<file path="src/sv/sca_pkg.sv">
`default_nettype none
// ----------------------------------------------------------------------------
// sca_pkg
// Shared constants for the three-class slab allocator: field widths,
// request and status codes, register indexes and register reset values.
// ----------------------------------------------------------------------------
package sca_pkg;

  localparam int unsigned NUM_CLASSES          = 3;
  localparam int unsigned DEF_BLOCKS_PER_CLASS = 32;

  localparam int unsigned SIZE_W   = 12;
  localparam int unsigned CLASS_W  = 2;
  localparam int unsigned INDEX_W  = 5;
  localparam int unsigned STATUS_W = 3;

  typedef logic [SIZE_W-1:0]   size_t;
  typedef logic [CLASS_W-1:0]  class_t;
  typedef logic [INDEX_W-1:0]  index_t;
  typedef logic [STATUS_W-1:0] status_t;

  localparam logic REQ_ALLOC = 1'b0;
  localparam logic REQ_FREE  = 1'b1;

  localparam class_t CLASS_NULL = 2'd3;

  localparam status_t ST_GRANTED = 3'd0;
  localparam status_t ST_NOFIT   = 3'd1;
  localparam status_t ST_FREED   = 3'd2;
  localparam status_t ST_DOUBLE  = 3'd3;
  localparam status_t ST_OUTSIDE = 3'd4;

  localparam logic [1:0] REG_SMALL  = 2'd0;
  localparam logic [1:0] REG_MIDDLE = 2'd1;
  localparam logic [1:0] REG_LARGE  = 2'd2;

  localparam size_t SMALL_RESET  = 12'd32;
  localparam size_t MIDDLE_RESET = 12'd64;
  localparam size_t LARGE_RESET  = 12'd128;

endpackage

`default_nettype wire

</file>
<file path="src/sv/three_class_slab_allocator.sv">
`default_nettype none
// ----------------------------------------------------------------------------
// three_class_slab_allocator
// Block allocator with three size classes, each a LIFO free list of fixed
// blocks kept in a link memory.
//
//   channel   handshake          words
//   request   start / busy       req_type, request_bytes, release_class,
//                                release_index
//   result    done (strobe)      status, grant_class, grant_index
//   config    cfg_we             cfg_index, cfg_data
//
// Allocate: the size compare tries the classes in turn from the small one,
// then the head of the first class that fits is popped from the link memory,
// with busy high until the grant or the no-fit result. Free: link memory
// read as the request is taken, then push with busy high. A free outside the
// pools is not busy at all. The result word shows on done the cycle after the
// work ends. After reset the link memory is cleared entry by entry with busy
// high. The receiver cannot stall.
// ----------------------------------------------------------------------------
module three_class_slab_allocator #(
  parameter int unsigned BLOCKS_PER_CLASS = sca_pkg::DEF_BLOCKS_PER_CLASS
) (
  input  wire logic             clk,
  input  wire logic             rst,
  input  wire logic             start,
  output logic                  busy,
  input  wire logic             req_type,
  input  wire sca_pkg::size_t   request_bytes,
  input  wire sca_pkg::class_t  release_class,
  input  wire sca_pkg::index_t  release_index,
  input  wire logic             cfg_we,
  input  wire logic [1:0]       cfg_index,
  input  wire sca_pkg::size_t   cfg_data,
  output logic                  done,
  output sca_pkg::status_t      status,
  output sca_pkg::class_t       grant_class,
  output sca_pkg::index_t       grant_index
);

  import sca_pkg::*;

  size_t [NUM_CLASSES-1:0] class_bytes;

  // class size registers; index beyond the list is dropped
  always_ff @(posedge clk) begin
    if (rst) begin
      class_bytes[REG_SMALL]  <= SMALL_RESET;
      class_bytes[REG_MIDDLE] <= MIDDLE_RESET;
      class_bytes[REG_LARGE]  <= LARGE_RESET;
    end else if (cfg_we) begin
      unique case (cfg_index)
        REG_SMALL:  class_bytes[REG_SMALL]  <= cfg_data;
        REG_MIDDLE: class_bytes[REG_MIDDLE] <= cfg_data;
        REG_LARGE:  class_bytes[REG_LARGE]  <= cfg_data;
        default:    class_bytes <= class_bytes;
      endcase
    end
  end

  sca_ctrl #(
    .BLOCKS_PER_CLASS (BLOCKS_PER_CLASS)
  ) u_ctrl (
    .clk           (clk),
    .rst           (rst),
    .start         (start),
    .busy          (busy),
    .req_type      (req_type),
    .request_bytes (request_bytes),
    .release_class (release_class),
    .release_index (release_index),
    .class_bytes   (class_bytes),
    .done          (done),
    .status        (status),
    .grant_class   (grant_class),
    .grant_index   (grant_index)
  );

endmodule

`default_nettype wire

</file>
<file path="src/sv/sca_link_ram.sv">
`default_nettype none
// ----------------------------------------------------------------------------
// sca_link_ram
// Link memory: one entry per block holding its free mark, link-valid bit
// and successor index. One write port, one registered read port.
// ----------------------------------------------------------------------------
module sca_link_ram #(
  parameter int unsigned AW    = 7,
  parameter int unsigned DW    = 7,
  parameter int unsigned DEPTH = 96
) (
  input  wire logic          clk,
  input  wire logic          we,
  input  wire logic [AW-1:0] waddr,
  input  wire logic [DW-1:0] wdata,
  input  wire logic          re,
  input  wire logic [AW-1:0] raddr,
  output logic      [DW-1:0] rdata
);

  logic [DW-1:0] mem [DEPTH];

  always_ff @(posedge clk) begin
    if (we) begin
      mem[waddr] <= wdata;
    end
  end

  always_ff @(posedge clk) begin
    if (re) begin
      rdata <= mem[raddr];
    end
  end

endmodule

`default_nettype wire

</file>
<file path="src/sv/sca_ctrl.sv">
`default_nettype none
// ----------------------------------------------------------------------------
// sca_ctrl
// Allocator sequencer: clears the link memory after reset, scans the classes
// through one shared size compare, pops or pushes list heads through the
// link memory and registers one result word per request.
// ----------------------------------------------------------------------------
module sca_ctrl #(
  parameter int unsigned BLOCKS_PER_CLASS = sca_pkg::DEF_BLOCKS_PER_CLASS
) (
  input  wire logic                                        clk,
  input  wire logic                                        rst,
  input  wire logic                                        start,
  output logic                                             busy,
  input  wire logic                                        req_type,
  input  wire sca_pkg::size_t                              request_bytes,
  input  wire sca_pkg::class_t                             release_class,
  input  wire sca_pkg::index_t                             release_index,
  input  wire sca_pkg::size_t [sca_pkg::NUM_CLASSES-1:0]   class_bytes,
  output logic                                             done,
  output sca_pkg::status_t                                 status,
  output sca_pkg::class_t                                  grant_class,
  output sca_pkg::index_t                                  grant_index
);

  import sca_pkg::*;

  localparam int unsigned IW    = $clog2(BLOCKS_PER_CLASS);
  localparam int unsigned AW    = CLASS_W + IW;
  localparam int unsigned DW    = IW + 2;
  localparam int unsigned DEPTH = NUM_CLASSES << IW;
  localparam logic [AW-1:0] LAST_ADDR = AW'(DEPTH - 1);
  localparam class_t LAST_CLASS = CLASS_W'(NUM_CLASSES - 1);

  // entry layout: {free, link_ok, link}
  localparam int unsigned FREE_BIT = IW + 1;
  localparam int unsigned LINK_OK  = IW;

  typedef enum logic [4:0] {
    S_CLEAR = 5'b00001,
    S_IDLE  = 5'b00010,
    S_SCAN  = 5'b00100,
    S_TAKE  = 5'b01000,
    S_GIVE  = 5'b10000
  } state_t;

  state_t state, state_next;

  logic [AW-1:0] clr_addr;
  class_t        cls;
  size_t         req_bytes;
  class_t        rel_cls;
  logic [IW-1:0] rel_idx;

  logic [IW-1:0] head    [NUM_CLASSES];
  logic [NUM_CLASSES-1:0] head_ok;

  logic          accept;
  logic          rel_outside;
  logic [IW-1:0] rel_idx_in;
  logic          fit;
  logic [IW:0]   clr_succ;
  logic          clr_succ_ok;

  logic          ram_we;
  logic [AW-1:0] ram_waddr;
  logic [DW-1:0] ram_wdata;
  logic          ram_re;
  logic [AW-1:0] ram_raddr;
  logic [DW-1:0] ram_rdata;

  assign busy        = (state != S_IDLE);
  assign accept      = start && (state == S_IDLE);
  assign rel_idx_in  = IW'(release_index);
  assign rel_outside = (release_class == CLASS_NULL) ||
                       ({27'd0, release_index} >= 32'(BLOCKS_PER_CLASS));

  // shared size compare, one class per cycle
  assign fit = (req_bytes <= class_bytes[cls]) && head_ok[cls];

  // reset contents of the entry being cleared
  assign clr_succ    = {1'b0, clr_addr[IW-1:0]} + (IW+1)'(1);
  assign clr_succ_ok = ({{(31-IW){1'b0}}, clr_succ} < 32'(BLOCKS_PER_CLASS));

  always_comb begin
    state_next = state;
    unique case (state)
      S_CLEAR: if (clr_addr == LAST_ADDR) state_next = S_IDLE;
      S_IDLE: begin
        if (accept) begin
          if (req_type == REQ_ALLOC)  state_next = S_SCAN;
          else if (!rel_outside)      state_next = S_GIVE;
        end
      end
      S_SCAN: begin
        if (fit)                     state_next = S_TAKE;
        else if (cls == LAST_CLASS)  state_next = S_IDLE;
      end
      S_TAKE:  state_next = S_IDLE;
      S_GIVE:  state_next = S_IDLE;
      default: state_next = S_CLEAR;
    endcase
  end

  always_comb begin
    ram_re    = 1'b0;
    ram_raddr = {rel_cls, rel_idx};
    if (state == S_IDLE) begin
      ram_re    = accept && (req_type == REQ_FREE) && !rel_outside;
      ram_raddr = {release_class, rel_idx_in};
    end else if (state == S_SCAN) begin
      ram_re    = fit;
      ram_raddr = {cls, head[cls]};
    end
  end

  always_comb begin
    ram_we    = 1'b0;
    ram_waddr = clr_addr;
    ram_wdata = {1'b1, clr_succ_ok, (clr_succ_ok ? clr_succ[IW-1:0] : IW'(0))};
    unique case (state)
      S_CLEAR: ram_we = 1'b1;
      S_TAKE: begin
        ram_we    = 1'b1;
        ram_waddr = {cls, head[cls]};
        ram_wdata = {1'b0, ram_rdata[LINK_OK:0]};
      end
      S_GIVE: begin
        ram_we    = !ram_rdata[FREE_BIT];
        ram_waddr = {rel_cls, rel_idx};
        ram_wdata = {1'b1, head_ok[rel_cls], head[rel_cls]};
      end
      default: ram_we = 1'b0;
    endcase
  end

  sca_link_ram #(
    .AW    (AW),
    .DW    (DW),
    .DEPTH (DEPTH)
  ) u_link_ram (
    .clk   (clk),
    .we    (ram_we),
    .waddr (ram_waddr),
    .wdata (ram_wdata),
    .re    (ram_re),
    .raddr (ram_raddr),
    .rdata (ram_rdata)
  );

  always_ff @(posedge clk) begin
    if (rst) begin
      state    <= S_CLEAR;
      clr_addr <= '0;
      cls      <= '0;
      head_ok  <= '1;
      done     <= 1'b0;
      for (int c = 0; c < NUM_CLASSES; c++) begin
        head[c] <= '0;
      end
    end else begin
      state <= state_next;
      unique case (state)
        S_CLEAR: begin
          clr_addr <= clr_addr + AW'(1);
          done     <= 1'b0;
        end
        S_IDLE: begin
          cls  <= '0;
          done <= accept && (req_type == REQ_FREE) && rel_outside;
        end
        S_SCAN: begin
          // last class missed too: no block fits
          done <= !fit && (cls == LAST_CLASS);
          if (!fit && (cls != LAST_CLASS)) begin
            cls <= cls + CLASS_W'(1);
          end
        end
        S_TAKE: begin
          // pop: head advances to the successor
          head[cls]    <= ram_rdata[IW-1:0];
          head_ok[cls] <= ram_rdata[LINK_OK];
          done         <= 1'b1;
        end
        S_GIVE: begin
          if (!ram_rdata[FREE_BIT]) begin
            head[rel_cls]    <= rel_idx;
            head_ok[rel_cls] <= 1'b1;
          end
          done <= 1'b1;
        end
        default: done <= 1'b0;
      endcase
    end
  end

  // latched request fields and result word
  always_ff @(posedge clk) begin
    if (accept) begin
      req_bytes <= request_bytes;
      rel_cls   <= release_class;
      rel_idx   <= rel_idx_in;
    end
    unique case (state)
      S_IDLE: begin
        status      <= ST_OUTSIDE;
        grant_class <= '0;
        grant_index <= '0;
      end
      S_SCAN: begin
        status      <= ST_NOFIT;
        grant_class <= '0;
        grant_index <= '0;
      end
      S_TAKE: begin
        status      <= ST_GRANTED;
        grant_class <= cls;
        grant_index <= INDEX_W'(head[cls]);
      end
      S_GIVE: begin
        status      <= ram_rdata[FREE_BIT] ? ST_DOUBLE : ST_FREED;
        grant_class <= '0;
        grant_index <= '0;
      end
      default: begin
        status      <= status;
        grant_class <= grant_class;
        grant_index <= grant_index;
      end
    endcase
  end

endmodule

`default_nettype wire

</file>
<file path="config.mk">
export PLATFORM = sky130hd
export DESIGN_NAME = three_class_slab_allocator
export DESIGN_NICKNAME = d
export VERILOG_FILES = /design/src/sv/sca_pkg.sv /design/src/sv/three_class_slab_allocator.sv /design/src/sv/sca_link_ram.sv /design/src/sv/sca_ctrl.sv
export SDC_FILE = /design/constraint.sdc
export NUM_CORES = 1
export LEC_CHECK = 0
export BUFFER_PORTS_ARGS = -buffer_cell sky130_fd_sc_hd__buf_2
export CORE_MARGIN = 2
export CORE_UTILIZATION = 67
export DETAILED_ROUTE_END_ITERATION = 12
export PLACE_DENSITY = 0.94
export SETUP_SLACK_MARGIN = 0.02
export SYNTH_ARGS = -nofsm -noshare
export SYNTH_HDL_FRONTEND = slang
export SYNTH_HIERARCHICAL = 1
export SYNTH_SLANG_ARGS = --single-unit
</file>
<file path="constraint.sdc">
create_clock -name clk -period 12.3 [get_ports clk]
set_input_delay 2.46 -clock clk [delete_from_list [all_inputs] [get_ports clk]]
set_output_delay 2.46 -clock clk [all_outputs]
set_load 0.05 [all_outputs]
</file>
; ---- Word-level counts from Yosys, hierarchy flattened
; Memories as Yosys holds them, arrays and structs flattened. A register that Yosys moved wholly into a read port is not among the register bits.
; Cells that the tools add are included.
; W data, S select, Z words.
[op_classes]
n_addsub = 3
n_lt_le_gt_ge = 6
eq_ne = 18
n_mux = 55
bitwise = 1
reduce_logical = 28
[ops]
columns = cell, n
row1 = $mux W5, 9
row2 = $pmux W7 S2, 2
row3 = $bmux W12 S2, 1
row4 = $mux W1, 20
row5 = $pmux W5 S4, 1
row6 = $mux W7, 2
row7 = $le A12 B12 Y1, 1
row8 = $mux W12, 1
row9 = $mux W2, 6
row10 = $pmux W3 S4, 1
row11 = $pmux W5 S2, 1
row12 = $reduce_and A2 Y1, 5
row13 = $reduce_or A5 Y1, 2
row14 = $logic_and A1 B1 Y1, 9
row15 = $pmux W2 S2, 2
row16 = $add A7 B1 Y7 const B, 1
row17 = $eq A7 B7 Y1 const B, 1
row18 = $add A5 B1 Y6 const B, 1
row19 = $eq A2 B2 Y1 const B, 3
row20 = $lt A2 B3 Y1 const B, 2
row21 = $lt A6 B6 Y1 const B, 1
row22 = $ne A2 B2 Y1 const B, 3
row23 = $pmux W3 S2, 1
row24 = $reduce_bool A2 Y1, 3
row25 = other kinds (25), 32
[word_totals]
reg_bits = 83
mem_bits_rw = 687
input_bits = 38
output_inout_bits = 12
elab_cells = 127
n_memories = 2
[mem_list]
columns = memory, words, word_bits, read_ports, rd_clocked_by_memory_dff, wr, line_no
row1 = u_ctrl.u_link_ram.mem, 96, 7, 1, 1, 1, sca_link_ram.sv:21  ; logic [DW-1:0] mem [DEPTH];
row2 = u_ctrl.head, 3, 5, 2, 2, 3, sca_ctrl.sv:55  ; logic [IW-1:0] head [NUM_CLASSES];

; ---- Depth between registers and ports, before layout
; Gate-level depths: netlist (run 1).
[logic_depth]
ltp_word = 10
ltp_mapped = 14
depth_no_buf = 11

; ---- Modules after synthesis
; Netlist (run 1), hierarchy kept.
[modules_own_cells]
columns = module, instances, cells_each, area_per_inst_um2, seq_area_each_um2
row1 = sca_link_ram, 1, 1192, 26420.3, 20389.6
row2 = sca_ctrl, 1, 399, 4026.4, 1911.8
row3 = three_class_slab_allocator, 1, 138, 1472.7, 720.7

; ---- Worst setup path before layout (run 1)
; OpenSTA, ideal clock, no wires.
[synth_timing]
path_type = register -> register
start = register u_ctrl.state[2]
end = memory u_ctrl.u_link_ram.mem[0][3], data pin
setup_ns = 0.949
t_arrival_ns = 5.977
required_ns = 11.351
path_slack_ns = 5.374
stages_incl_launch_ff = 7
n_path_buf = 1
period_less_slack_ns = 6.926
cell_sequence = dfxtp_1 -> nor3_1 -> and3b_1 -> clkbuf_1 -> inv_1 -> nand2_1 -> o21ai_0
[synth_between]
elab_chain_len = 2
elab_cells_between_ends = 3
classes_between = eq/ne: 2 / mux: 1
[synth_lines]
columns = item, line_no
row1 = from (decl), sca_ctrl.sv:47  ; state_t state, state_next;
row2 = from (signal assigned), sca_ctrl.sv:162  ; state <= state_next;
row3 = $eq A5 B5 Y1 / $eq A5 B4 Y1 (equally long branches), sca_ctrl.sv:121  ; unique case (state)
row4 = $pmux W7 S2 *, sca_ctrl.sv:121
row5 = net u_ctrl.ram_wdata[3], sca_ctrl.sv:67  ; logic [DW-1:0] ram_wdata;
row6 = to (decl), sca_link_ram.sv:21
; The timed path passes the listed nets; every way through them passes the cells marked *.

; ---- Worst setup path in the final report (run 1)
[layout_timing]
start = input port release_index[1]
end = register u_ctrl.u_link_ram.rdata[3] (read register of u_ctrl.u_link_ram.mem), data pin
[layout_between]
elab_chain_len = 1
[layout_lines]
columns = item, line_no
row1 = from (decl), three_class_slab_allocator.sv:31  ; input wire sca_pkg::index_t release_index,
row2 = $mux W7, sca_ctrl.sv:108  ; if (state == S_IDLE) begin
row3 = net u_ctrl.ram_raddr[1], sca_ctrl.sv:69  ; logic [AW-1:0] ram_raddr;
row4 = to (decl), sca_link_ram.sv:18  ; output logic [DW-1:0] rdata
; The timed path passes the listed nets, and every way through them passes these cells.
; A chain may end at the register's enable or synchronous reset.

==> reports/results.ini, run 1 <==
[run_status]
outcome=complete, no violations

[sta]
tightest_slew_ns=1.26
min_period_ns=5.98
hold_ws_ns=0.479
post-route-period-util_pct=48.6
clock_skew_ns=0.0298
final.setup.tns_ns=0
max-slew-margin-rel_pct=15.1
maxSlewViolCount=0
hold_viol=0
grt_setup_unrepaired=false
fmax_mhz=167
setup_violations=0

[layout]
num_antenna_cells=0
syn2layout_area_growth_pct=10.0
nFillCells=2237
multi_input_area_sq_um=8420
final-seq-area_sq_um=23000
layout-drive-gt1-share_pct=22.9
final_cells=2452
fin_nets=1837
final_util_pct=75.1

[floorplan]
coreArea_sq_um=46800
die_y_microns=222
fp-row-count=79
io_pins=50
start_util_pct=68.3
dieArea_sq_um=49400
die_w_microns=222

[logic_synthesis]
synth_compound_area_share_pct=2.75
syn-num-nets=1783
synth_top_family_by_area=multiplexers
synth-edff-count=728
synth_top_area_cell=edfxtp_1
synth_cell_types=55
synth-async-reset-ratio_pct=0
yosys.area_share.simple_pct=6.05
synth_top_area_share_pct=68.5
synthTopCellsByCount=edfxtp_1, mux4_2, nor2_1
synthMuxAreaShare_pct=16.5
synthCells=1729
synth_ff_type=edfxtp_1
synth_xor_area_share_pct=0.192
netlist_area_sq_um=31900
synth_seq_cells=786
synth_seq_area_share_pct=72.1
synthMostInstantiatedCell=edfxtp_1
syn_avg_cell_area_sq_um=18.5
synth.area.top_cells=edfxtp_1, mux4_2, dfxtp_1
synth_fa_ha_area_share_pct=0.627
yosysWarnings=6

[worst_setup_path]
cpPeakStageDelay_ns=1.02
setup.worst_path.end_class=register
cp_slowest_cell=buf_4
path_cells=buf_2, a22oi_1, nand2_4, buf_4, mux4_2, mux4_2, nor2_1, nor4_1, or3_1
crit_top_cell=mux4_2
crit_type=input port to register
cp_max_fo=73
crit_arrival_ns=6.36
crit_path_start_kind=input port
cp_data_required_time_ns=12.68

[placement]
io_buffer_count=49
hpwl_microns=43900
placed_cells=2312
gp_congestion=0.884

[routing]
highest_layer=met4
met3_length_microns=9630
vias=18100
final_antenna_net_count=0
drtIter0Drc=3169
wirelength_microns=80500
drt_pre_antenna_iters=6
wl_met1_microns=27000
routed-wl-met2_microns=39600
wl_per_cell_microns=32.8
drc=0
viasPerCell=7.38

[clock_network]
path_clk_slew_ns=0.06
ctsHoldBuffers=0
root_buffer=clkbuf_16
numCtsBuffers=76
worstSkewPairLatency_ns=0.64
cts_resized=0
cts.sinks=786
htreeDepth=3
cts_tree=yes
post_cts_buffers=0
cts_buffer_depth=3

[power_and_ir_drop]
p_leak_nw=11.8
p_per_area_nw_per_um2=159
ir_worst_vdd_mv=0.108
power_mw=5.59

[global_routing]
grt_max_degree=118
antenna_found_initial=0
grt_pass1_vias=18100
grt.total_usage_pct=33.5
overflow=0
grt_first_pass_wirelength_microns=120000

[worst_hold_path]
hold_path_class=register to register

[flow_run]
drv_cap=0

[cells by family (layout without fill, tap and decap cells)]
group / count (synthesis) / after routing
adder cells (fa/ha/maj): 16 / 16
XOR/XNOR: 7 / 7
AND/OR/NAND/NOR: 392 / 392
AO/OA/AOI/OAI: 133 / 133
multiplexers: 281 / 281
flip-flops: 786 / 786
buffers and inverters: 114 / 230
[through the flow]
stage | area [sq um] | setup slack, ns
floorplan | 31900 | 5.37
global placement | 32700 | 5.86
detailed placement | 32700 | 5.74
CTS | 35100 | 6.33
global route | 35100 | 6.15
finish | 35100 | 6.32
[where the power goes]
group	internal (mW)	switching, mW	leakage, nW
clock	1.30	1.00	1.19
combinational	0.0456	0.203	3.08
sequential	3.02	0.0176	7.59
total	4.36	1.23	11.8
[flip-flops by register name, summed over array words and instances, names as in the netlist, named ones only]
| name | count |
|---|---|
| u_ctrl/grant_class | 2 |
| u_ctrl/req_bytes | 12 |
| u_ctrl/clr_addr | 7 |
| u_ctrl/u_link_ram/rdata | 7 |
| u_ctrl/head_ok | 3 |
| u_ctrl/state | 5 |
| u_ctrl/grant_index | 5 |
| u_ctrl/done | 1 |
| class_bytes | 36 |
| u_ctrl/rel_idx | 5 |
| u_ctrl/head | 20 |
| u_ctrl/rel_cls | 2 |
| u_ctrl/status | 3 |
| u_ctrl/u_link_ram/mem | 672 |
| u_ctrl/cls | 2 |
[area by class of cell]
| type | instances | share of cell area (%) |
|---|---|---|
| multi-input cells | 829 | 24.0 |
| repair buffers | 69 | 1.16 |
| flip-flops and latches | 786 | 65.6 |
| inverters | 21 | 0.224 |
| clock inverters | 44 | 1.04 |
| well taps | 607 | 2.16 |
| clock buffers | 96 | 5.87 |
[layout by cell type (no fill, tap or decap), drive strengths merged, types with 5 or more instances in the layout]
master / count
nand2: 60
mux2: 30
o221ai: 15
and2: 6
buf: 69
o22ai: 17
ha: 16
a22oi: 18
nand2b: 57
a211oi: 20
nor2b: 25
edfxtp: 728
dfxtp: 58
nor3: 22
a21oi: 35
xor2: 5
mux4: 193
nand4: 6
clkinv: 36
nor4: 11
mux2i: 58
nand3b: 6
o21ai: 16
clkbuf: 96
bufinv: 5
inv: 20
nand3: 25
or3: 13
nor2: 145
[critical path: cells and delay by family]
kind / cells / cell delay, ns
AO/OA/AOI/OAI: 1 / 0.11
buffers and inverters: 2 / 1.11
multiplexers: 2 / 1.00
AND/OR/NAND/NOR: 4 / 1.53
[final timing paths]
path,startpoint,endpoint,slack [ns],cells past startpoint
setup / recovery,release_index[1],u_ctrl/u_link_ram/rdata[3],6.32,9
setup reg to reg,u_ctrl/state[3],u_ctrl/u_link_ram/rdata[3],6.65,10
hold / removal,class_bytes[30],class_bytes[30],0.48,2
hold reg to reg,class_bytes[30],class_bytes[30],0.48,2
[metal layers]
| layer | vias up | GRT usage [%] |
|---|---|---|
| li1 | 7049 | - |
| met1 | 9120 | 43.9 |
| met2 | 1601 | 54.4 |
| met3 | 328 | 7.18 |
| met4 | 0 | 15.9 |
| met5 | - | 0 |
Power figures use the tool's default switching activity.
==> inputs of run 2 (changes only) <==
Settings changed: ABC_AREA from default to 1, CORE_UTILIZATION 67 to 63, PLACE_DENSITY 0.94 to 0.9.
Clock period 12.3 ns to 5.8 ns, I/O delays scaled along.
==> reports/results.ini, run 2 <==
[layout]
top_regs=u_ctrl/u_link_ram/mem x672, class_bytes x36, u_ctrl/head x20  ; unchanged
nFillCells=3300  ; was 2237
syn2layout_area_growth_pct=8.95  ; was 10.0%
final_common_cell=nand2_1  ; was edfxtp_1
num_antenna_cells=0  ; unchanged
final-seq-area_sq_um=23000  ; unchanged
regMostFlops=u_ctrl/u_link_ram/mem  ; unchanged
layout-drive-gt1-share_pct=7.28  ; was 22.9%
multi_input_area_sq_um=9200  ; was 8420 sq um
layout_common_cells=nand2_1, edfxtp_1, nand3_1  ; was edfxtp_1, mux4_2, nor2_1
fin_nets=3100  ; was 1837
largest_reg_flops=672  ; unchanged
final_util_pct=69.4  ; was 75.1%

[flow_run]
drv_cap=0  ; unchanged

[floorplan]
coreArea_sq_um=52400  ; was 46800 sq um
io_pins=50  ; unchanged
die_y_microns=234  ; was 222 microns
die_w_microns=234  ; was 222 microns
start_util_pct=63.7  ; was 68.3%
dieArea_sq_um=54900  ; was 49400 sq um
fp-row-count=84  ; was 79

[logic_synthesis]
synth_top_area_cell=edfxtp_1  ; unchanged
netlist_area_sq_um=33400  ; was 31900 sq um
yosysWarnings=6  ; unchanged
synth_cell_types=42  ; was 55
synthMostInstantiatedCell=nand2_1  ; was edfxtp_1
synth_top_area_share_pct=65.5  ; was 68.5%
synth-edff-count=728  ; unchanged
synthCells=3073  ; was 1729
syn-num-nets=3127  ; was 1783
synthTopCellsByCount=nand2_1, edfxtp_1, nand3_1  ; was edfxtp_1, mux4_2, nor2_1
synth-async-reset-ratio_pct=0  ; unchanged
synth_ff_type=edfxtp_1  ; unchanged
synth.area.top_cells=edfxtp_1, nand2_1, nand3_1  ; was edfxtp_1, mux4_2, dfxtp_1
syn_avg_cell_area_sq_um=10.9  ; was 18.5 sq um
synth_seq_cells=786  ; unchanged
synth_seq_area_share_pct=68.9  ; was 72.1%

[power_and_ir_drop]
intPower_mw=10.1  ; was 4.36 mW
p_per_area_nw_per_um2=400  ; was 159 nW/um^2
combPwrFrac_pct=19.1  ; was 4.5%
p_sw_share_pct=30.2  ; was 21.9%
p_leak_nw=13.6  ; was 11.8 nW
p_seq_share_pct=48.3  ; was 54.4%
ir_worst_vdd_mv=0.399  ; was 0.108 mV
clkPwrFrac_pct=32.6  ; was 41.2%
p_switching_mw=4.40  ; was 1.23 mW

[routing]
drc=0  ; unchanged
drtIter0Drc=4008  ; was 3169
drt_pre_antenna_iters=9  ; was 6
vias=24500  ; was 18100
final_antenna_net_count=0  ; unchanged
wirelength_microns=86700  ; was 80500 microns
wl_per_cell_microns=22.9  ; was 32.8 microns
viasPerCell=6.47  ; was 7.38

[sta]
fmax_mhz=204
max-slew-margin-rel_pct=4.83  ; was 15.1%
post-route-period-util_pct=84.3
grt_setup_unrepaired=false  ; unchanged
final.setup.tns_ns=0  ; unchanged
hold_ws_ns=0.469  ; was 0.479 ns
hold_viol=0  ; unchanged
tightest_slew_ns=1.43  ; was 1.26 ns
min_period_ns=4.89
clock_skew_ns=0.0269  ; was 0.0298 ns
maxSlewViolCount=0  ; unchanged
setup_violations=0  ; unchanged

[clock_network]
cts_buffer_depth=3  ; unchanged
cts.sinks=786  ; unchanged
worstSkewPairLatency_ns=0.64  ; about the same
ctsHoldBuffers=0  ; unchanged
root_buffer=clkbuf_16  ; unchanged
path_clk_slew_ns=0.06  ; about the same
htreeDepth=3  ; unchanged
numCtsBuffers=74  ; was 76
post_cts_buffers=0  ; unchanged
cts_tree=yes  ; unchanged
cts_resized=0  ; unchanged

[placement]
gp_congestion=1.05  ; was 0.884
io_buffer_count=49  ; unchanged
hpwl_microns=49800  ; was 43900 microns

[worst_setup_path]
setup.worst_path.end_class=register  ; unchanged
cp_data_required_time_ns=6.29  ; was 12.68 ns
crit_arrival_ns=5.38  ; was 6.36 ns
crit_type=register to register  ; was input port to register
crit_path_start_kind=register  ; was input port
cp_max_fo=252  ; was 73

[global_routing]
grt_util_met1_pct=39.5  ; was 43.9%
overflow=0  ; unchanged
met3_usage_pct=8.18  ; was 7.18%
antenna_found_initial=0  ; unchanged
grt.total_usage_pct=31.9  ; was 33.5%
grt_first_pass_wirelength_microns=132000  ; was 120000 microns
gr-max-usage-layer=met2  ; unchanged
grt_max_degree=253  ; was 118
grt_pass1_vias=23900  ; was 18100
grt_use_met2_pct=51.3  ; was 54.4%

[run_status]
outcome=complete, no violations  ; unchanged

[worst_hold_path]
hold_path_class=register to register  ; unchanged

-- run 2: changes by cell type in the layout (fill, tap and decap cells not counted), moves of 58 or more --
cell | previous run | this run
nand3_1 | 25 | 495
inv_1 | 17 | 110
nand2_1 | 55 | 892
o21ai_0 | 9 | 89
mux4_2 | 193 | 0
mux2i_1 | 58 | 0
nor2_1 | 145 | 289
-- run 2: logic make-up (layout without fill, tap and decap cells) --
logic type | count (synthesis) | in the layout | synth area share [%]
flip-flops | 786 | 786 | 68.9
adder cells (fa/ha/maj) | 16 | 16 | 0.599
XOR/XNOR | 3 | 3 | 0.0787
AND/OR/NAND/NOR | 1719 | 1719 | 21.8
buffers and inverters | 300 | 332 | 3.98
AO/OA/AOI/OAI | 249 | 249 | 4.58
-- run 2: path summary, 6_finish.rpt --
path | from | endpoint | slack, ns | cells after the start
max | u_ctrl/state[1] | u_ctrl/u_link_ram/rdata[6] | 0.91 | 17
min | class_bytes[5] | class_bytes[5] | 0.47 | 2
min reg2reg | class_bytes[5] | class_bytes[5] | 0.47 | 2
max reg2reg | u_ctrl/state[1] | u_ctrl/u_link_ram/rdata[6] | 0.91 | 17
-- run 2: area by class of cell --
type / instances / share of cell area, %
clock buffer: 92 / 5.33
clock inverter: 43 / 1.09
inverter: 128 / 1.35
multi-input combinational: 1987 / 25.3
sequential: 786 / 63.3
tap: 688 / 2.37
timing repair buffer: 69 / 1.29
-- run 2: per-stage QoR --
stage | setup WS, ns | cell area [sq um] | cells | total power, mW
after floorplan | 0.434 | 33400 | 3073 | 8.79
after global placement | 1.44 | 34000 | 3658 | 9.63
after detailed placement | 1.29 | 34000 | 3658 | 9.75
after CTS | 1.12 | 36400 | 3793 | 14.4
after global routing | 0.766 | 36400 | 3793 | 14.9
final | 0.908 | 36400 | 3793 | 14.5
-- run 2: routing by layer --
layer	share of wire [%]	wire length, microns
met5	0	0
met4	6.3	5490
met3	14	11800
met2	47	40700
met1	33	28700
-- run 2: power groups by stage --
| stage | registers, mW | logic (mW) | clock network (mW) |
|---|---|---|---|
| CTS | 7.02 | 2.65 | 4.77 |
| global placement | 7.13 | 2.51 | 0 |
| global route | 7.04 | 2.91 | 4.98 |
| finish | 7.03 | 2.77 | 4.75 |
| detailed placement | 7.14 | 2.61 | 0 |
| floorplan | 7.24 | 1.55 | 0 |
-- run 2: critical path, stage by stage (launching register included) --
cell	delay (ns)
dfxtp_1	0.36
nor2_4	0.22
inv_2	0.07
nor4_4	0.42
inv_2	0.27
o221ai_4	0.37
buf_12	0.76
buf_4	0.83
nand2_1	0.24
nand3_1	0.20
nand3_1	0.13
nand2_1	0.08
nand2_1	0.06
nand3_1	0.12
nand3_1	0.26
nand2_1	0.12
nand2_1	0.06
nand2_1	0.07
